File: config.mk
export PLATFORM = sky130hd
export DESIGN_NAME = step_sequencer_pattern_editor_flat
export DESIGN_NICKNAME = d
export VERILOG_FILES = /design/src/rtl/spe_pkg.sv /design/src/rtl/spe_in_if.sv /design/src/rtl/spe_out_if.sv /design/src/rtl/spe_edit_core.sv /design/src/rtl/step_sequencer_pattern_editor.sv /design/src/flat_wrapper.sv
export SDC_FILE = /design/constraint.sdc
export NUM_CORES = 1
export LEC_CHECK = 0
export ABC_CLOCK_PERIOD_IN_PS = 9300
export BUFFER_PORTS_ARGS = -buffer_cell sky130_fd_sc_hd__buf_2
export CAP_MARGIN = 10
export CELL_PAD_IN_SITES_DETAIL_PLACEMENT = 1
export CELL_PAD_IN_SITES_GLOBAL_PLACEMENT = 1
export CORE_MARGIN = 4
export CORE_UTILIZATION = 54
export DETAILED_ROUTE_END_ITERATION = 12
export GPL_ROUTABILITY_DRIVEN = 0
export PLACE_DENSITY_LB_ADDON = 0.1
export SYNTH_ARGS = -nofsm -noshare
export SYNTH_HDL_FRONTEND = slang
export SYNTH_SLANG_ARGS = --single-unit
File: constraint.sdc
create_clock -name clk -period 9.3 [get_ports clk]
set_input_delay 0.465 -clock clk [delete_from_list [all_inputs] [get_ports clk]]
set_output_delay 0.465 -clock clk [all_outputs]
set_load 0.005 [all_outputs]
File: src/rtl/spe_pkg.sv
// Shared types, codes and key mapping for the step sequencer pattern editor.
// No dependencies; imported by the interfaces, spe_edit_core and the top level.
`timescale 1ns / 1ps
`default_nettype none

package spe_pkg;

  localparam int STEP_COUNT_DEF  = 16;
  localparam int VOICE_COUNT_DEF = 6;
  localparam int PAD_W           = 6;   // pad level / lamp field width
  localparam int STEP_OUT_W      = 4;   // step_index field width

  typedef enum logic [2:0] {
    KEY_NONE  = 3'd0,
    KEY_A_LOW = 3'd1,
    KEY_A_UP  = 3'd2,
    KEY_HASH  = 3'd3,
    KEY_C     = 3'd4,
    KEY_B_LOW = 3'd5,
    KEY_B_UP  = 3'd6
  } key_t;

  typedef enum logic [1:0] {
    EV_PRESS   = 2'd0,
    EV_HOLD    = 2'd1,
    EV_RELEASE = 2'd2
  } kev_t;

  typedef enum logic {
    CMD_KEY = 1'b0,
    CMD_PAD = 1'b1
  } cmd_t;

  typedef enum logic [1:0] {
    POS_A    = 2'd0,
    POS_HASH = 2'd1,
    POS_C    = 2'd2,
    POS_B    = 2'd3
  } kpos_t;

  typedef struct packed {
    logic             command;
    logic [1:0]       key_position;
    logic [1:0]       key_event;
    logic [PAD_W-1:0] pad_levels;
  } in_item_t;

  typedef struct packed {
    logic [STEP_OUT_W-1:0] step_index;
    logic [1:0]            sequence_mode;
    logic                  playing;
    logic                  shifted;
    logic [PAD_W-1:0]      lamps;
    logic [2:0]            returned_key;
    logic                  blink_request;
  } res_item_t;

  // base keymap: a, hash, c, b; shifted keymap: A, hash, c, B
  function automatic key_t map_key(input logic [1:0] pos, input logic shift);
    key_t k;
    case (pos)
      POS_A:    k = shift ? KEY_A_UP : KEY_A_LOW;
      POS_HASH: k = KEY_HASH;
      POS_C:    k = KEY_C;
      POS_B:    k = shift ? KEY_B_UP : KEY_B_LOW;
      default:  k = KEY_NONE;
    endcase
    return k;
  endfunction

endpackage

`default_nettype wire

File: src/rtl/spe_in_if.sv
// Input channel of the pattern editor: valid/ready plus one key or pad item.
// Depends on spe_pkg for the field width.
`timescale 1ns / 1ps
`default_nettype none

interface spe_in_if;
  import spe_pkg::*;

  logic             valid;
  logic             ready;
  logic             command;
  logic [1:0]       key_position;
  logic [1:0]       key_event;
  logic [PAD_W-1:0] pad_levels;

  modport source (output valid, command, key_position, key_event, pad_levels,
                  input ready);
  modport sink   (input valid, command, key_position, key_event, pad_levels,
                  output ready);
endinterface

`default_nettype wire

File: src/rtl/spe_out_if.sv
// Result channel of the pattern editor: valid/ready plus one status item.
// Depends on spe_pkg for the field widths.
`timescale 1ns / 1ps
`default_nettype none

interface spe_out_if;
  import spe_pkg::*;

  logic                  valid;
  logic                  ready;
  logic [STEP_OUT_W-1:0] step_index;
  logic [1:0]            sequence_mode;
  logic                  playing;
  logic                  shifted;
  logic [PAD_W-1:0]      lamps;
  logic [2:0]            returned_key;
  logic                  blink_request;

  modport source (output valid, step_index, sequence_mode, playing, shifted, lamps,
                         returned_key, blink_request,
                  input ready);
  modport sink   (input valid, step_index, sequence_mode, playing, shifted, lamps,
                        returned_key, blink_request,
                  output ready);
endinterface

`default_nettype wire

File: src/rtl/spe_edit_core.sv
// Editor state (step, mode, play, shift, pad latches, pattern store) and the
// per-item next-state logic. Depends on spe_pkg.
`timescale 1ns / 1ps
`default_nettype none

module spe_edit_core #(
  parameter int STEP_COUNT  = spe_pkg::STEP_COUNT_DEF,
  parameter int VOICE_COUNT = spe_pkg::VOICE_COUNT_DEF
) (
  input  wire logic               clk,
  input  wire logic               rst_n,
  input  wire logic               commit,   // item moves to the result register
  input  wire spe_pkg::in_item_t  item,
  output spe_pkg::res_item_t      res
);
  import spe_pkg::*;

  localparam int SW = (STEP_COUNT > 1) ? $clog2(STEP_COUNT) : 1;
  localparam logic [SW-1:0] STEP_LAST = SW'(STEP_COUNT - 1);

  logic [SW-1:0]          step_r, step_nxt;
  logic [1:0]             mode_r, mode_nxt;
  logic                   play_r, play_nxt;
  logic                   shift_r, shift_nxt;
  logic [VOICE_COUNT-1:0] held_r, held_nxt;
  logic [VOICE_COUNT-1:0] latch_r, latch_nxt;
  logic [VOICE_COUNT-1:0] pat_r [STEP_COUNT];

  logic [VOICE_COUNT-1:0] pressed, new_press, col_rd, col_nxt, lamp_v;
  logic                   pad_cmd;
  key_t                   key;
  logic [2:0]             ret_key;
  logic                   blink;

  always_comb begin
    pad_cmd   = (item.command == CMD_PAD);
    key       = map_key(item.key_position, shift_r);
    step_nxt  = step_r;
    mode_nxt  = mode_r;
    play_nxt  = play_r;
    shift_nxt = shift_r;
    ret_key   = KEY_NONE;
    blink     = 1'b0;

    if (!pad_cmd) begin
      if (item.key_event == EV_PRESS) begin
        ret_key = key;
        case (key)
          KEY_A_LOW: step_nxt = (step_r == STEP_LAST) ? '0 : step_r + 1'b1;
          KEY_B_LOW: step_nxt = (step_r == '0) ? STEP_LAST : step_r - 1'b1;
          KEY_B_UP:  mode_nxt = mode_r + 2'd1;
          KEY_C:     play_nxt = !play_r;
          default:   ;
        endcase
      end else if (item.key_event == EV_HOLD && key == KEY_HASH) begin
        shift_nxt = !shift_r;
        blink     = 1'b1;
      end
    end

    // voices past the pad field read as pressed
    for (int i = 0; i < VOICE_COUNT; i++) begin
      if (i < PAD_W) pressed[i] = !item.pad_levels[i];
      else           pressed[i] = 1'b1;
    end
    new_press = pressed & ~held_r;

    // a pad item never moves the step, so one read at step_nxt serves both
    col_rd = pat_r[step_nxt];
    if (pad_cmd) begin
      held_nxt  = pressed;
      latch_nxt = shift_r ? latch_r : (latch_r ^ new_press);
      col_nxt   = (col_rd & ~new_press) | (latch_nxt & new_press);
    end else begin
      held_nxt  = held_r;
      latch_nxt = latch_r;
      col_nxt   = col_rd;
    end

    lamp_v = shift_nxt ? held_nxt : col_nxt;

    res.step_index    = STEP_OUT_W'(step_nxt);
    res.sequence_mode = mode_nxt;
    res.playing       = play_nxt;
    res.shifted       = shift_nxt;
    res.lamps         = PAD_W'(lamp_v);
    res.returned_key  = ret_key;
    res.blink_request = blink;
  end

  always_ff @(posedge clk) begin
    if (!rst_n) begin
      step_r  <= '0;
      mode_r  <= '0;
      play_r  <= 1'b0;
      shift_r <= 1'b0;
      held_r  <= '0;
      latch_r <= '0;
      for (int s = 0; s < STEP_COUNT; s++) pat_r[s] <= '0;
    end else if (commit) begin
      step_r  <= step_nxt;
      mode_r  <= mode_nxt;
      play_r  <= play_nxt;
      shift_r <= shift_nxt;
      held_r  <= held_nxt;
      latch_r <= latch_nxt;
      if (pad_cmd) pat_r[step_r] <= col_nxt;
    end
  end

endmodule

`default_nettype wire

File: src/rtl/step_sequencer_pattern_editor.sv
// Top level of the step sequencer pattern editor: input register, edit core
// and result register. Depends on spe_pkg, spe_in_if, spe_out_if, spe_edit_core.
//
//   channel  | dir | handshake      | carries
//   ---------+-----+----------------+---------------------------------------------
//   in_ch    | in  | valid / ready  | command, key_position, key_event, pad_levels
//   out_ch   | out | valid / ready  | step, mode, play, shift, lamps, key, blink
//
// One item per cycle sustained while out_ch is ready; an accepted item goes to the
// input register, then its result, from the single editor pass, to the result register.
// Synchronous active-low reset clears the state and the pattern store at once.
// The input register takes a new item whenever its item moves on or it is empty,
// so the input stalls only while both registers hold items and the result waits.
`timescale 1ns / 1ps
`default_nettype none

module step_sequencer_pattern_editor #(
  parameter int STEP_COUNT  = spe_pkg::STEP_COUNT_DEF,
  parameter int VOICE_COUNT = spe_pkg::VOICE_COUNT_DEF
) (
  input wire logic   clk,
  input wire logic   rst_n,
  spe_in_if.sink     in_ch,
  spe_out_if.source  out_ch
);
  import spe_pkg::*;

  logic      s1_v_r, s1_v_nxt;
  in_item_t  s1_r;
  logic      out_v_r, out_v_nxt;
  res_item_t out_r;
  res_item_t res;
  logic      s1_go, in_take;

  assign s1_go   = s1_v_r && (!out_v_r || out_ch.ready);
  assign in_take = in_ch.valid && in_ch.ready;
  assign in_ch.ready = !s1_v_r || s1_go;

  assign s1_v_nxt  = in_take || (s1_v_r && !s1_go);
  assign out_v_nxt = s1_go || (out_v_r && !out_ch.ready);

  always_ff @(posedge clk) begin
    if (!rst_n) begin
      s1_v_r  <= 1'b0;
      out_v_r <= 1'b0;
    end else begin
      s1_v_r  <= s1_v_nxt;
      out_v_r <= out_v_nxt;
    end
  end

  always_ff @(posedge clk) begin
    if (in_take) begin
      s1_r.command      <= in_ch.command;
      s1_r.key_position <= in_ch.key_position;
      s1_r.key_event    <= in_ch.key_event;
      s1_r.pad_levels   <= in_ch.pad_levels;
    end
    if (s1_go) out_r <= res;
  end

  spe_edit_core #(
    .STEP_COUNT  (STEP_COUNT),
    .VOICE_COUNT (VOICE_COUNT)
  ) u_core (
    .clk    (clk),
    .rst_n  (rst_n),
    .commit (s1_go),
    .item   (s1_r),
    .res    (res)
  );

  assign out_ch.valid         = out_v_r;
  assign out_ch.step_index    = out_r.step_index;
  assign out_ch.sequence_mode = out_r.sequence_mode;
  assign out_ch.playing       = out_r.playing;
  assign out_ch.shifted       = out_r.shifted;
  assign out_ch.lamps         = out_r.lamps;
  assign out_ch.returned_key  = out_r.returned_key;
  assign out_ch.blink_request = out_r.blink_request;

  // a stalled input register keeps its item
  a_s1_hold: assert property (@(posedge clk) disable iff (!rst_n)
    s1_v_r && !s1_go |=> s1_v_r)
    else $error("input register dropped a stalled item");

  // an empty result register never blocks the input side
  a_ready_free: assert property (@(posedge clk) disable iff (!rst_n)
    !out_v_r |-> in_ch.ready)
    else $error("input stalled with result register empty");

  // a blink comes only from a hold, which reports no key
  a_blink_nokey: assert property (@(posedge clk) disable iff (!rst_n)
    out_v_r && out_r.blink_request |-> out_r.returned_key == KEY_NONE)
    else $error("blink request together with a returned key");

endmodule

`default_nettype wire

File: src/flat_wrapper.sv
// flat-port wrapper written by rule: the top's interface ports become plain ports
module step_sequencer_pattern_editor_flat import spe_pkg::*;
#(
  parameter int STEP_COUNT  = spe_pkg::STEP_COUNT_DEF,
  parameter int VOICE_COUNT = spe_pkg::VOICE_COUNT_DEF
)
  (clk, rst_n, in_ch_valid, in_ch_command, in_ch_key_position, in_ch_key_event, in_ch_pad_levels, in_ch_ready, out_ch_valid, out_ch_step_index, out_ch_sequence_mode, out_ch_playing, out_ch_shifted, out_ch_lamps, out_ch_returned_key, out_ch_blink_request, out_ch_ready);
  spe_in_if in_ch_i ();
  spe_out_if out_ch_i ();
  input wire logic clk;
  input wire logic rst_n;
  input wire logic [$bits(in_ch_i.valid)-1:0] in_ch_valid;
  input wire logic [$bits(in_ch_i.command)-1:0] in_ch_command;
  input wire logic [$bits(in_ch_i.key_position)-1:0] in_ch_key_position;
  input wire logic [$bits(in_ch_i.key_event)-1:0] in_ch_key_event;
  input wire logic [$bits(in_ch_i.pad_levels)-1:0] in_ch_pad_levels;
  output wire logic [$bits(in_ch_i.ready)-1:0] in_ch_ready;
  output wire logic [$bits(out_ch_i.valid)-1:0] out_ch_valid;
  output wire logic [$bits(out_ch_i.step_index)-1:0] out_ch_step_index;
  output wire logic [$bits(out_ch_i.sequence_mode)-1:0] out_ch_sequence_mode;
  output wire logic [$bits(out_ch_i.playing)-1:0] out_ch_playing;
  output wire logic [$bits(out_ch_i.shifted)-1:0] out_ch_shifted;
  output wire logic [$bits(out_ch_i.lamps)-1:0] out_ch_lamps;
  output wire logic [$bits(out_ch_i.returned_key)-1:0] out_ch_returned_key;
  output wire logic [$bits(out_ch_i.blink_request)-1:0] out_ch_blink_request;
  input wire logic [$bits(out_ch_i.ready)-1:0] out_ch_ready;
  assign in_ch_i.valid = in_ch_valid;
  assign in_ch_i.command = in_ch_command;
  assign in_ch_i.key_position = in_ch_key_position;
  assign in_ch_i.key_event = in_ch_key_event;
  assign in_ch_i.pad_levels = in_ch_pad_levels;
  assign in_ch_ready = in_ch_i.ready;
  assign out_ch_valid = out_ch_i.valid;
  assign out_ch_step_index = out_ch_i.step_index;
  assign out_ch_sequence_mode = out_ch_i.sequence_mode;
  assign out_ch_playing = out_ch_i.playing;
  assign out_ch_shifted = out_ch_i.shifted;
  assign out_ch_lamps = out_ch_i.lamps;
  assign out_ch_returned_key = out_ch_i.returned_key;
  assign out_ch_blink_request = out_ch_i.blink_request;
  assign out_ch_i.ready = out_ch_ready;
  step_sequencer_pattern_editor #(.STEP_COUNT(STEP_COUNT), .VOICE_COUNT(VOICE_COUNT)) u_core (.clk(clk), .rst_n(rst_n), .in_ch(in_ch_i), .out_ch(out_ch_i));
endmodule
## Word-level counts from Yosys, hierarchy flattened

Memories as Yosys holds them, arrays and structs flattened.
Index checks and enable logic that the tools add are counted.

- Memories kept: 1
- Flip-flop bits (word level): 51
- Logic and storage cells: 99
- Input bits: 15
- Bits in writable memories: 96

- Bitwise logic cells: 8
- Reductions and logical operators: 28
- Add/sub/neg operators: 3
- Equality and inequality tests: 10
- Multiplexer cells: 30

Memory list:

| name | depth | width | rd ports | clocked after memory_dff | write ports | line | source |
|---|---|---|---|---|---|---|---|
| u_core.u_core.pat_r | 16 | 6 | 1 | 0 | 16 | spe_edit_core.sv:27 | `logic [VOICE_COUNT-1:0] pat_r [STEP_COUNT];` |

Operators with widths:

| cell | count |
|---|---|
| $mux W6 | 5 |
| $mux W4 | 5 |
| $and A6 B6 Y6 | 3 |
| $mux W1 | 13 |
| $logic_not A1 Y1 | 12 |
| $not A6 Y6 | 2 |
| $pmux W3 S4 | 1 |
| $mux W2 | 5 |
| $eq A3 B3 Y1 const B | 3 |
| $pmux W4 S2 | 1 |
| $or A6 B6 Y6 | 1 |
| $reduce_or A6 Y1 | 1 |
| $xor A6 B6 Y6 | 1 |
| $logic_and A1 B1 Y1 | 5 |
| $add A4 B1 Y4 const B | 1 |
| $eq A2 B1 Y1 const B | 2 |
| $eq A2 B2 Y1 const B | 2 |
| $eq A4 B4 Y1 const B | 1 |
| $logic_not A2 Y1 | 2 |
| $logic_not A4 Y1 | 1 |
| $logic_or A1 B1 Y1 | 4 |
| $reduce_or A2 Y1 | 2 |
| $sub A4 B1 Y4 const B | 1 |
| $eq A3 B1 Y1 const B | 1 |
| 4 further kinds | 4 |

## Depth between registers and ports, before layout

Gate-level depths: netlist (run 1).
An unclocked memory read counts as a cell.

- Word-level depth: 11
- Depth in mapped cells: 15
- Depth with buffers taken out: 11

## Modules after synthesis

Synthesis (run 1) repeated with hierarchy kept, for this count alone.

- Cell total of the unflattened synthesis: 697
- Area, all modules: 7632.3 um2

By module, submodules not included:

| module | cells each | area an instance (um2) | instances | seq. area each (um2) |
|---|---|---|---|---|
| spe_edit_core | 659 | 6657.6 | 1 | 3283.1 |
| step_sequencer_pattern_editor | 38 | 974.7 | 1 | 910.9 |

## Worst setup path before layout (run 1)

OpenSTA, ideal clock, no wires.

- Path type: reg-to-reg
- Start point: reg u_core.u_core.step_r[0]
- End point: reg u_core.out_r, in the netlist u_core.out_ch.lamps[5] (data pin)
- Period minus slack after synthesis: 3127 ps
- Required time: 9031 ps
- Buffers on the path: 3
- Cell stages (with the launch flop): 15
- Slack: 6173 ps
- Arrival: 2857 ps
- Cell sequence: dfxtp_1 -> clkbuf_1 -> inv_1 -> ha_1 -> xor2_1 -> and3_1 -> nor2_4 -> inv_2 -> buf_2 -> a211oi_1 -> a311oi_2 -> o41ai_4 -> a211o_1 -> buf_2 -> o21ai_2

RTL lines:

| what | line | source |
|---|---|---|
| start, declared | spe_edit_core.sv:21 | `logic [SW-1:0] step_r, step_nxt;` |
| start signal, assigned | spe_edit_core.sv:101 | `step_r <= step_nxt;` |
| end signal, assigned | step_sequencer_pattern_editor.sv:59 | `if (s1_go) out_r <= res;` |
| end, declared | step_sequencer_pattern_editor.sv:31 | `res_item_t out_r;` |

==> results of run 1 <==
final timing paths:
check | cells past startpoint | slack (ns) | endpoint | start
max | 9 | 4.44 | u_core.u_core.pat_r[4][0]$_SDFFCE_PN0P_ | u_core.s1_r[10]$_DFFE_PP_
min | 1 | 0.22 | u_core.s1_r[3]$_DFFE_PP_ | in_ch_pad_levels[3]
max reg2reg | 9 | 4.44 | u_core.u_core.pat_r[4][0]$_SDFFCE_PN0P_ | u_core.s1_r[10]$_DFFE_PP_
min reg2reg | 1 | 0.53 | u_core.out_ch.valid$_SDFF_PN0_ | u_core.s1_v_r$_SDFF_PN0_
synthesized netlist by cell type, types with 7 or more instances:
cell	n
a211oi_1	13
a21oi_1	8
a311oi_2	11
and2_1	15
and3_1	11
buf_2	11
clkbuf_1	19
dfxtp_1	22
edfxtp_1	125
nand2_1	89
nand3_1	12
nor2_1	104
nor2b_1	7
nor3b_1	19
o211a_1	9
o211ai_1	8
o21ai_0	9
xnor2_1	9
xor2_1	12
logic make-up (layout without fill, tap and decap cells):
| group | Yosys count | in the layout | synth area share (%) |
|---|---|---|---|
| buffers and inverters | 49 | 78 | 3.54 |
| XOR/XNOR | 21 | 21 | 2.56 |
| adder cells (fa/ha/maj) | 5 | 5 | 0.872 |
| AND/OR/NAND/NOR | 279 | 279 | 18.2 |
| flip-flops | 147 | 147 | 58.4 |
| AO/OA/AOI/OAI | 101 | 101 | 13.8 |
| multiplexers | 14 | 14 | 2.56 |
report_power, final:
group	internal, mW	switching, mW
Clock	0.503	0.275
Sequential	0.740	0.0169
Combinational	0.0366	0.0796
Total	1.28	0.371
metal layers:
metal | global-route usage, % | share of wire [%] | wire length (um)
met1 | 34.8 | 40 | 7890
met2 | 47.5 | 51 | 10000
met3 | 4.57 | 5.6 | 1090
met4 | 10.7 | 3.2 | 623
met5 | 0 | 0 | 0
flip-flops by register name, summed over array words and instances, names as in the netlist:
register                     flops
u_core.u_core.play_r             1
u_core.out_ch.shifted            1
u_core.out_ch.lamps              6
u_core.out_ch.sequence_mode      2
u_core.out_ch.returned_key       3
u_core.s1_v_r                    1
u_core.out_ch.valid              1
u_core.u_core.shift_r            1
u_core.out_ch.blink_request      1
u_core.u_core.mode_r             2
u_core.out_ch.playing            1
u_core.s1_r                     11
u_core.out_ch.step_index         4
u_core.u_core.latch_r            6
u_core.u_core.pat_r             96
u_core.u_core.held_r             6
u_core.u_core.step_r             4
through the flow:
step	setup WS [ns]	total power, mW	utilization [%]
after floorplan	6.17	0.848	-
after global placement	4.77	0.877	57.4
after detailed placement	4.61	0.883	57.4
after CTS	4.46	1.66	62.6
after global routing	4.14	1.70	62.6
final	4.44	1.65	62.6
final cells by class:
| type | instances | area share, % |
|---|---|---|
| Sequential cell | 147 | 52.2 |
| Timing Repair Buffer | 37 | 2.40 |
| Clock inverter | 14 | 2.90 |
| Clock buffer | 18 | 5.35 |
| Tap cell | 172 | 2.68 |
| Inverter | 9 | 0.421 |
| Multi-Input combinational cell | 420 | 34.0 |
==> metrics.txt, run 1 <==
status completed; Post-synth EDFFs 125; post-route cell area 8030 sq um; Initial Util 56.0%; final wirelength 19600 um; Initial DRC Count 473; min Tclk post-route 4.86 ns; Layout area overhead 11.8%; CP Capture Type flip-flop; Num Clock Sinks 147; Netlist cell types 58; Tcrit/Tclk final 52.3%; row count 41; Syn Std Cell Area 7180 sq um; share of layout cells above drive strength 1 17.4%; critical path class reg -> reg; top-area cell type share of the netlist area 52.3%; Vias/cell 6.29; Initial DRT Pass Iterations 5; final hold violations 0; Post-synth top flop edfxtp_1; worst vdd ir 0.000150 V; Placed Area 7370 sq um; Die Footprint 15200 sq um; Hold Path Class in -> reg; clock root buffer clkbuf_16; Port Buf Inserts 34; setup tns final 0 ns; Area contributors post-synth edfxtp_1, dfxtp_1, nor2_1; Clock Latency Late Sink 0.43 ns; Post-Synthesis Cells 616; Final nets 652; global-route wire length before repair 30700 um; register area 4190 sq um; leading area contributor after synthesis edfxtp_1; Slew @ Worst Pin 1.08 ns; Die Wd 123 um; Fill cells 1293; synth warn 0; most frequent cells in the layout edfxtp_1, nor2_1, nand2_1; number of max-cap violations 0; crit path DAT 5.01 ns; worst path bufs/invs 1; initial antenna violation count 0; Core ar. 12800 sq um; Hold Buf Count CTS 0; largest net degree at the start of global routing 43; average wire per standard cell 24.0 um; Routed Antenna Nets 0; Resized cells post-CTS 0; worst-path cell chain nor4_4, a21oi_1, nor2_4, inv_2, a211oi_1, a311oi_1, o41ai_4, a211o_1, nor2_1; area of the multi-input gates 2730 sq um; # IOs 35; Worst Setup Start Kind flip-flop; DRC Markers 0; Synth Register Bits 147; net count after synthesis 636; syn_area_per_cell 11.7 sq um; Reg clk slew, reported paths 0.06 ns; Critical Path RT 9.45 ns; most common cell after layout, fill and taps aside edfxtp_1; via count 5138; CTS Buffer Depth 2; Critical-path top delay cell edfxtp_1; final cell count without fillers 817; critical path's top delay family compound AO/OA/AOI/OAI gates; ANT cells 0; fmax 206 MHz; final clock skew 0.0114 ns; Slew headroom 28.3%; final HPWL from detailed placement 12900 um; max incr delay on CP 0.71 ns; Seq/Total Area, Yosys 58.4%; Inst Count DP 785; fraction of registers with async set/reset 0%; CTS tree done; Global Route Usage Sum 27.6%; setup violation total in the final timing report 0; grt total ovfl 0; setup bufs post-CTS 0; Pleak 3.17 nW; Die H 123 um; Slew Viols, Final 0; TritonCTS Buffers 17; vias in the first global route 5378; hold slack 0.216 ns; Crit Path Max Fanout 36; CTS H-Tree Depth 4; RSZ-0062 raised after global routing false; PD cells 206 nW/um^2
(Power assumes the default switching activity.)
==> run 2, diff against run 1 <==
ABC_AREA = 1   (was not set)
ABC_CLOCK_PERIOD_IN_PS = 4400   (was 9300)
CORE_UTILIZATION = 43   (was 54)
clock period = 4.4 ns   (was 9.3 ns; I/O delays follow)
==> metrics.txt, run 2 <==
most frequent cells after synthesis nand2_1, nand3_1, edfxtp_1; crit path DAT 3.54 ns; post-route cell area 8220 sq um; Vias/cell 5.29; setup bufs post-CTS 0; FF-to-FF path depth 13; leading area contributor after synthesis edfxtp_1; Critical Path RT 4.56 ns; Initial DRT Pass Iterations 5; Layout area overhead 12.8%; synth warn 0; global-route wire length before repair 31900 um; biggest regs u_core.u_core.pat_r x96, u_core.s1_r x11; Routed Antenna Nets 0; RR Endpoint u_core.u_core.pat_r[9][2]$_SDFFCE_PN0P_; Clock Latency Late Sink 0.43 ns; setup tns final 0 ns; Reg2Reg Launch Point u_core.s1_r[10]$_DFFE_PP_; Slew Viols, Final 0; net count after synthesis 810; top-area cell type share of the netlist area 51.5%; switching power 969 uW; average wire per standard cell 18.9 um; most common cell in the netlist nand2_1; Post-synth EDFFs 125; CTS H-Tree Depth 4; PD cells 427 nW/um^2; max incr delay on CP 0.57 ns; Final nets 844; hold_sp in_ch_valid; Die H 138 um; max reg flops 96; Crit Path Max Fanout 48; largest net degree at the start of global routing 49; Slew @ Worst Pin 0.830 ns; Global Route Usage Sum 21.4%; hold slack 0.0495 ns; Critical-path top delay cell edfxtp_1; syn_area_per_cell 9.22 sq um; RSZ-0062 raised after global routing false; Netlist cell types 31; Num Clock Sinks 147; Gate power share 13.9%; initial antenna violation count 0; Port Buf Inserts 34; final clock skew 0.0113 ns; Die Wd 138 um; final wirelength 20000 um; ANT cells 0; most frequent cells in the layout nand2_1, nand3_1, edfxtp_1; sequential cell fraction of total power 45.8%; Initial DRC Count 415; CP Capture Type flip-flop; Synth Register Bits 147; min Tclk post-route 3.38 ns; Hold Path Class in -> reg; number of max-cap violations 0; critical path's top delay family simple AND/OR/NAND/NOR gates; Initial Util 43.9%; share of layout cells above drive strength 1 11.6%; # IOs 35; sw frac 27.6%; row count 47; worst path bufs/invs 3; clock group share of total power 40.4%; clock root buffer clkbuf_16; Placed Area 7510 sq um; grt total ovfl 0; TritonCTS Buffers 17; Die Footprint 19100 sq um; fraction of registers with async set/reset 0%; Syn Std Cell Area 7290 sq um; reg2reg setup slack 1.02 ns; internal power 2.54 mW; Area contributors post-synth edfxtp_1, nand3_1, nand2_1; worst-path cell chain inv_2, nand2_2, inv_1, nand2_2, nand2_2, buf_4, nand3_1, nand3_1, nand3_1, nand3_1, nand3_2, nand2_2, nor2_1; final HPWL from detailed placement 13900 um; setup violation total in the final timing report 0; DRC Markers 0; Hold EP u_core.s1_v_r$_SDFF_PN0_; Pleak 3.46 nW; final hold violations 0; Worst Setup Start Kind flip-flop; largest reg by FF count u_core.u_core.pat_r; CTS Buffer Depth 2; most common cell after layout, fill and taps aside nand2_1; fmax 296 MHz; vias in the first global route 5832; Post-Synthesis Cells 790; Slew headroom 44.4%; Reg clk slew, reported paths 0.06 ns; Seq/Total Area, Yosys 57.6%; Core ar. 16600 sq um; CTS tree done; Post-synth top flop edfxtp_1; hold path cells 3; via count 5596; worst vdd ir 0.000273 V; Tcrit/Tclk final 76.9%; Finished Core Util 49.5%; critical path class reg -> reg; status completed
==> run 2: layout make-up <==
cell class | instances | area, sq um
fill | 1935 | 8370
sequential | 147 | 4190
multi-input combinational | 503 | 2430
clock buffer | 19 | 433
inverter | 102 | 385
timing repair buffer | 53 | 360
tap | 220 | 275
clock inverter | 13 | 135
==> run 2: kinds of logic after synthesis <==
kind of cell | count (synthesis) | share of synthesized area, %
xor gates and xnor gates | 13 | 1.56
DFF | 147 | 57.6
buffers and inverters | 140 | 9.05
adders and majority gates | 5 | 0.859
and+or+nand+nor | 435 | 27.4
AOI/OAI and AO/OA | 50 | 3.55
==> run 2: metrics by stage <==
stage | power [mW] | setup WS (ns) | cells
CTS | 3.53 | 0.932 | 1056
global route | 3.65 | 0.721 | 1057
floorplan | 1.97 | 2.10 | 790
global placement | 2.10 | 1.19 | 1013
finish | 3.51 | 1.02 | 1057
detailed placement | 2.11 | 0.973 | 1013
==> run 2: power groups by stage <==
stage	clock network (mW)	registers, mW	logic [mW]
global placement	0	1.63	0.469
CTS	1.43	1.61	0.490
floorplan	0	1.62	0.350
detailed placement	0	1.64	0.479
global route	1.50	1.61	0.541
finish	1.42	1.61	0.486
==> run 2: worst max path at each step <==
stage                                                to                                  from  slack (ns)  cells past startpoint
6_report        u_core.u_core.pat_r[9][2]$_SDFFCE_PN0P_             u_core.s1_r[10]$_DFFE_PP_        1.02                     13
3_5_place_dp    u_core.u_core.pat_r[9][2]$_SDFFCE_PN0P_             u_core.s1_r[10]$_DFFE_PP_        0.97                     13
4_1_cts         u_core.u_core.pat_r[9][2]$_SDFFCE_PN0P_             u_core.s1_r[10]$_DFFE_PP_        0.93                     13
2_1_floorplan   u_core.u_core.pat_r[4][2]$_SDFFCE_PN0P_  u_core.u_core.step_r[0]$_SDFFE_PN0P_        2.10                     14
3_3_place_gp   u_core.u_core.pat_r[14][2]$_SDFFCE_PN0P_             u_core.s1_r[10]$_DFFE_PP_        1.19                     13
5_1_grt         u_core.u_core.pat_r[5][1]$_SDFFCE_PN0P_             u_core.s1_r[10]$_DFFE_PP_        0.72                     13
==> run 2: worst reg2reg max path: cells and delay by family (launching register included) <==
family	cells	cell delay [ns]
buf+inv	3	0.93
flops	1	0.57
simple gates	10	1.62
==> run 2: layer usage <==
layer	track usage [%]	routed length (um)
met1	28.4	9160
met2	35.7	9770
met3	4.80	695
met4	6.19	344
met5	0	0
==> run 2: repair_timing <==
item	4_1_cts	5_1_grt
hold buffers	11	0
endpoints found under the hold margin	11	0
gates resized for setup	0	0
==> run 3, diff against run 2 <==
ABC_CLOCK_PERIOD_IN_PS = 3200   (was 4400)
CORE_UTILIZATION = 48   (was 43)
clock period = 3.2 ns   (was 4.4 ns; I/O delays follow)
==> metrics.txt, run 3 (synthesized netlist as in run 2, its figures left out) <==
status completed; Worst Setup Start Kind flip-flop; Initial Util 49.6%; largest net degree at the start of global routing 49; number of max-cap violations 0; CP Capture Type flip-flop; Finished Core Util 56.4%; setup tns final 0 ns; biggest regs u_core.u_core.pat_r x96, u_core.s1_r x11; Clock Latency Late Sink 0.44 ns; TritonCTS Buffers 17; Initial DRC Count 610; average wire per standard cell 21.0 um; most common cell after layout, fill and taps aside nand2_1; global-route wire length before repair 34300 um; Fill cells 1684; Slew Viols, Final 0; Global Route Usage Sum 25.7%; Hold Path Class in -> reg; sequential cell fraction of total power 44.6%; clock group share of total power 41.3%; setup violation total in the final timing report 0; internal power 3.61 mW; DRC Markers 0; Die Footprint 17200 sq um; clock root buffer clkbuf_16; Core ar. 14700 sq um; via count 5872; Crit. Startpoint u_core.u_core.step_r[0]$_SDFFE_PN0P_; # IOs 35; CTS H-Tree Depth 4; Slew headroom 47.7%; final clock skew 0.00966 ns; Num Clock Sinks 147; hold_sp out_ch_ready; Port Buf Inserts 34; total power 4.96 mW; RSZ-0062 raised after global routing false; largest reg by FF count u_core.u_core.pat_r; most frequent cells in the layout nand2_1, nand3_1, edfxtp_1; Die H 131 um; sw frac 27.1%; Pleak 3.54 nW; min Tclk post-route 3.01 ns; Initial DRT Pass Iterations 5; Layout area overhead 13.7%; Inst Count DP 987; Reg2Reg Launch Point u_core.u_core.step_r[0]$_SDFFE_PN0P_; Crit Path Max Fanout 48; Reg clk slew, reported paths 0.06 ns; final hold violations 0; PD cells 598 nW/um^2; CTS tree done; initial antenna violation count 0; final wirelength 21600 um; hold slack 0.0644 ns; max reg flops 96; Final nets 854; Placed Area 7550 sq um; vias in the first global route 6283; crit path DAT 3.18 ns; Tcrit/Tclk final 94.0%; Final WS setup 0.192 ns; Routed Antenna Nets 0; Critical Path RT 3.37 ns; fmax 332 MHz; worst vdd ir 0.000350 V; final cell count without fillers 1031; share of layout cells above drive strength 1 12.4%; Die Wd 131 um; switching power 1.35 mW; pre-CTS setup slack 0.167 ns; ANT cells 0; Slew @ Worst Pin 0.780 ns; Vias/cell 5.70; critical path class reg -> reg; grt total ovfl 0; CTS Buffer Depth 2; final HPWL from detailed placement 14700 um; Gate power share 14.1%; row count 44; post-route cell area 8290 sq um
## run 3: changes by cell type in the layout (fill, tap and decap cells not counted), sizes merged
cell         change
buf              +9
clkinvlp         -4
dlygate4sd3      +1
bufinv           -1
clkinv           -2
clkbuf           +7
## run 3: cell type report
| cell class | instances | area [sq um] | share of cell area (%) |
|---|---|---|---|
| timing repair buffer | 63 | 430 | 5.19 |
| clock inverter | 6 | 61.3 | 0.740 |
| clock buffer | 26 | 543 | 6.55 |
| tap | 184 | 230 | 2.78 |
| multi-input combinational | 503 | 2440 | 29.5 |
| sequential | 147 | 4190 | 50.6 |
| inverter | 102 | 385 | 4.65 |
## run 3: path summary, 6_finish.rpt
path	slack, ns	cells after the start	endpoint
min reg2reg	0.49	2	u_core.u_core.held_r[3]$_SDFFE_PN0P_
min	0.06	4	u_core.out_ch.valid$_SDFF_PN0_
max	0.19	14	u_core.u_core.pat_r[0][1]$_SDFFCE_PN0P_
max reg2reg	0.19	14	u_core.u_core.pat_r[0][1]$_SDFFCE_PN0P_
## run 3: power groups by stage
stage          clock (mW)  combinational [mW]  sequential (mW)
2_1_floorplan           0               0.481             2.23
3_3_place_gp            0               0.645             2.24
3_5_place_dp            0               0.671             2.25
4_1_cts              2.05               0.691             2.21
5_1_grt              2.14               0.764             2.22
6_report             2.04               0.701             2.21
## run 3: timing repair
item / in CTS / in global routing
endpoints found under the hold margin: 12 / 0
buffers inserted: 0 / 0
setup endpoints to repair: 0 / 19
hold buffers: 12 / 0
resized for setup: 0 / 2
## run 3: critical path, cell delays in order (launching register included)
cell      delay, ns
dfxtp_1        0.39
inv_1          0.20
ha_1           0.21
nand2_1        0.09
nand2_1        0.07
nand2_1        0.06
nand3_2        0.10
buf_4          0.45
nand3b_1       0.19
nand3_1        0.12
nand3_1        0.15
nand3_1        0.15
nand3_2        0.09
nand2_2        0.34
nor2_1         0.12
## run 3: layer usage
layer / vias up / track usage [%] / share of wire, %
li1: 2686 / - / -
met1: 2985 / 31.2 / 42
met2: 155 / 44.7 / 51
met3: 46 / 5.35 / 4.6
met4: 0 / 10.7 / 2.7
met5: - / 0 / 0
